<file path="src/imh_ram.sv">
// Generic single-port-write, single-read RAM with registered read data.
// No dependencies.
`timescale 1ns / 1ps
module imh_ram #(
  parameter int Width = 8,
  parameter int Depth = 16
) (
  input  logic                     clk_i,
  input  logic                     we_i,
  input  logic [$clog2(Depth)-1:0] waddr_i,
  input  logic [Width-1:0]         wdata_i,
  input  logic [$clog2(Depth)-1:0] raddr_i,
  output logic [Width-1:0]         rdata_o
);
  logic [Width-1:0] mem_q [Depth];
  always_ff @(posedge clk_i) begin
    if (we_i) mem_q[waddr_i] <= wdata_i;
    rdata_o <= mem_q[raddr_i];
  end
endmodule

</file>
<file path="config.mk">
export PLATFORM = sky130hd
export DESIGN_NAME = imh_ram
export DESIGN_NICKNAME = d
export VERILOG_FILES = /design/src/imh_ram.sv
export SDC_FILE = /design/constraint.sdc
export NUM_CORES = 1
export LEC_CHECK = 0
export BUFFER_PORTS_ARGS = -buffer_cell sky130_fd_sc_hd__buf_2
export CAP_MARGIN = 5
export CORE_ASPECT_RATIO = 1.5
export CORE_MARGIN = 2
export CORE_UTILIZATION = 35
export DETAILED_ROUTE_END_ITERATION = 10
export PLACE_DENSITY = 0.47
export SYNTH_ARGS = -nofsm -noshare
export SYNTH_HDL_FRONTEND = slang
export SYNTH_SLANG_ARGS = --single-unit
</file>
<file path="constraint.sdc">
create_clock -name clk_i -period 2.4 [get_ports clk_i]
set_input_delay 0.48 -clock clk_i [delete_from_list [all_inputs] [get_ports clk_i]]
set_output_delay 0.48 -clock clk_i [all_outputs]
set_load 0.01 [all_outputs]
</file>
Yosys cells after proc, flatten, opt, wreduce, memory -nomap -nowiden
Memory sizes are Yosys's and may differ from the RTL's. A register that Yosys moved wholly into a read port is not among the register bits.
Index checks and enable logic that the tools add are counted.
W data, S select, Z words.
Storage, ports and cells
  memories kept: 1
  bits in registers: 0
  input bits: 18
  logic and storage cells: 3
  output and inout bits: 8
  memory bits (writable): 128
Cells by class
  mux-type cells: 2
Memories
  mem_q: depth 16, bits a word 8, rd ports 1, clocked after Yosys merged registers in 1, write ports 1, RTL line 15  | logic [Width-1:0] mem_q [Depth];
Operator list (count)
  $mux W1: 2

Logic depth before layout (Yosys ltp)
  word-level depth: 2
  gate-level depth with buffers: 5

Worst setup path after synthesis
No wires, ideal clock.
  kind: input -> register
  start: in waddr_i[2]
  end: mem mem_q[0][0], enable pin
  arrival time: 1.590 ns
  stages: 2
  setup slack: 0.427 ns
  setup time: 0.383 ns
  buffers on the path: 0
  cell sequence: or3b_2 nor3_1
RTL lines
  from (decl): RTL line 10  | input logic [$clog2(Depth)-1:0] waddr_i,
  to (decl): RTL line 15
No word-level cell before the write port.

==> load_flow_metrics.sql <==
INSERT INTO impl_metrics (metric_group, metric, value, unit) VALUES
('run_status', 'run_status', 'finished clean', ''),
('sta', 'worst_slew_margin_rel', '66.5', '%'),
('sta', 'fin_hold_ws', '447', 'ps'),
('critical_path', 'critical_path_arrival', '1830', 'ps'),
('die', 'core_region_area', '14500', 'um2'),
('sta', 'worstMarginPinSlew', '501', 'ps'),
('synth', 'netlist.top_cell.by_area', 'sky130_fd_sc_hd__edfxtp_1', ''),
('power', 'ir_worst_vdd', '0.392', 'mV'),
('sta', 'post-route-period-util', '64.0', '%'),
('placement', 'place_area', '5640', 'um2'),
('synth', 'yosys_register_bits', '136', ''),
('route', 'drt-total-wl', '10900', 'um'),
('route', 'ant_nets', '0', ''),
('sta', 'grt_setup_unrepaired', 'no', ''),
('critical_path', 'worst-setup-path-type', 'input port to flip-flop', ''),
('grt', 'grt_remaining_overflow', '0', ''),
('route', 'wl_met3', '376', 'um'),
('critical_path', 'standard_cell_with_the_maximum_stage_delay_on_the_critical_path', 'sky130_fd_sc_hd__mux4_1', ''),
('layout', 'n_fill_cell', '1288', ''),
('synth', 'sequential_share_of_the_synthesized_area', '77.8', '%'),
('die', 'boundaryPins', '26', ''),
('synth', 'synthesis.instances', '229', ''),
('job', 'max-cap-violations', '0', ''),
('route', 'met2RoutedLength', '5780', 'um'),
('sta', 'max_clock_freq', '0.651', 'GHz'),
('grt', 'maximum_number_of_pins_on_one_net_before_global_route_repair', '33', ''),
('route', '1st_pass_router_iterations', '4', ''),
('route', 'detailedRoute.firstIterationViolations', '130', ''),
('sta', 'final_hold_viol_count', '0', ''),
('clocking', 'holdBufCountCts', '0', ''),
('die', 'die_area', '15700', 'um2'),
('grt', 'antenna_found_initial', '0', ''),
('sta', 'maxSlewViolCount', '0', ''),
('placement', 'place_hpwl', '7150', 'um'),
('clocking', 'clock_tree.root_cell', 'sky130_fd_sc_hd__clkbuf_16', ''),
('clocking', 'ctsLongestPathBuffers', '2', ''),
('route', 'drc', '0', ''),
('grt', 'vias_in_the_first_global_route', '2609', ''),
('critical_path', 'timing.critical_path.cells', 'buf_2, buf_12, mux4_1, a22oi_1, nand2_1', ''),
('grt', 'grt_first_pass_wirelength', '16400', 'um'),
('power', 'power_density', '875', 'nW/um2'),
('die', 'chipWidth', '103', 'um'),
('clocking', 'tritoncts', 'yes', ''),
('clocking', 'cts_max_level', '4', ''),
('synth', 'netlist-cell-type-count', '19', ''),
('synth', 'synth.avg_cell_area', '22.5', 'um2'),
('die', 'die-height', '153', 'um'),
('route', 'dr_total_vias', '2407', ''),
('synth', 'synth_fp_nets', '247', ''),
('synth', 'synth_warn', '0', ''),
('grt', 'grt_usage', '15.2', '%'),
('sta', 'finalClockSkew', '6.40', 'ps'),
('hold_path', 'timing.hold.worst.class', 'input port to flip-flop', ''),
('layout', 'layout-drive-gt1-share', '32.7', '%'),
('sta', 'tns', '0', 'ps'),
('layout', 'most_common_cell_after_layout_fill_and_taps_aside', 'sky130_fd_sc_hd__edfxtp_1', ''),
('critical_path', 'path_max_fanout', '32', ''),
('power', 'p_total', '5.44', 'mW'),
('sta', 'fin_crit', '1540', 'ps'),
('sta', 'finalWorstSetupSlack', '864', 'ps'),
('clocking', 'clkTransAtPathRegs', '60', 'ps'),
('layout', 'most-common-layout-cells', 'sky130_fd_sc_hd__edfxtp_1 (128), sky130_fd_sc_hd__buf_2 (25), sky130_fd_sc_hd__buf_4 (22)', ''),
('critical_path', 'critPathLaunchType', 'input port', ''),
('route', 'highest_layer', 'met4', ''),
('power', 'p_leak', '2.11', 'nW'),
('synth', 'yosys.area.top_type_share', '74.7', '%'),
('route', 'routed_wirelength_normalized_by_instance_count', '21.9', 'um'),
('sta', 'setup_violations', '0', ''),
('clocking', 'worstSkewPairLatency', '410', 'ps'),
('critical_path', 'data_required_time_at_the_worst_endpoint', '2690', 'ps'),
('critical_path', 'timing.critical_path.slowest_cell_delay', '590', 'ps');
==> power breakdown <==
part	switching, mW	leakage, nW	internal [mW]
sequential	0.0201	1.22	2.66
combinational	0.143	0.607	0.109
clock	0.977	0.282	1.53
total	1.14	2.11	4.30
==> critical path, delay by kind of cell <==
family                 cells  cell delay [ps]
buffers and inverters      2              350
and+or+nand+nor            1               80
muxes                      1              590
AOI/OAI and AO/OA          1              300
==> worst paths after layout <==
path / startpoint / to / slack [ps] / depth (start not counted)
worst max-delay path: raddr_i[0] / rdata_o[2] / 860 / 5
worst min-delay path: wdata_i[5] / mem_q[6][5] / 450 / 1
worst max register to register: mem_q[9][2] / rdata_o[2] / 1040 / 3
worst min register to register: mem_q[4][1] / rdata_o[1] / 680 / 3
==> final cells by class <==
class                           count  area (um2)  area share [%]
Tap cell                          196         245            3.95
Timing Repair Buffer               49         330            5.32
Clock buffer                       18         429            6.91
Clock inverter                     14         148            2.38
Sequential cell                   136        4000            64.4
Multi-Input combinational cell     83        1060            17.0
==> kinds of logic after synthesis <==
group / after synthesis / synth area share, %
flip-flops: 136 / 77.8
multiplexers: 32 / 15.0
AO/OA/AOI/OAI: 16 / 2.33
buffers and inverters: 10 / 1.68
AND/OR/NAND/NOR: 35 / 3.18
==> through the flow <==
| stage | util, % | cells |
|---|---|---|
| final | 43.0 | 496 |
| after global routing | 43.0 | 496 |
| after CTS | 43.0 | 496 |
| after detailed placement | 39.0 | 464 |
| after global placement | 39.0 | 464 |
| after floorplan | - | 229 |
==> metal layers <==
layer  GRT usage, %  vias up
li1               -     1087
met1           19.8     1253
met2           24.3       62
met3           3.58        5
met4           6.58        0
met5              0        -
==> synth_stat cells <==
library cell,instances
sky130_fd_sc_hd__edfxtp_1,128
sky130_fd_sc_hd__buf_4,1
sky130_fd_sc_hd__or3b_2,1
sky130_fd_sc_hd__nor2_1,13
sky130_fd_sc_hd__nand3_1,1
sky130_fd_sc_hd__nand2b_1,2
sky130_fd_sc_hd__nor3_1,4
sky130_fd_sc_hd__nor2b_1,1
sky130_fd_sc_hd__mux4_1,14
sky130_fd_sc_hd__nand3b_1,2
sky130_fd_sc_hd__and2_1,1
sky130_fd_sc_hd__dfxtp_1,8
sky130_fd_sc_hd__clkdlybuf4s25_2,3
sky130_fd_sc_hd__mux4_2,18
sky130_fd_sc_hd__and2b_1,1
sky130_fd_sc_hd__a22oi_1,16
sky130_fd_sc_hd__buf_6,3
sky130_fd_sc_hd__nand2_1,9
sky130_fd_sc_hd__buf_2,3
==> registers in the layout, summed over array words and instances, names as in the netlist <==
signal	flops
rdata_o	8
mem_q	128
Power figures use the tool's default switching activity.
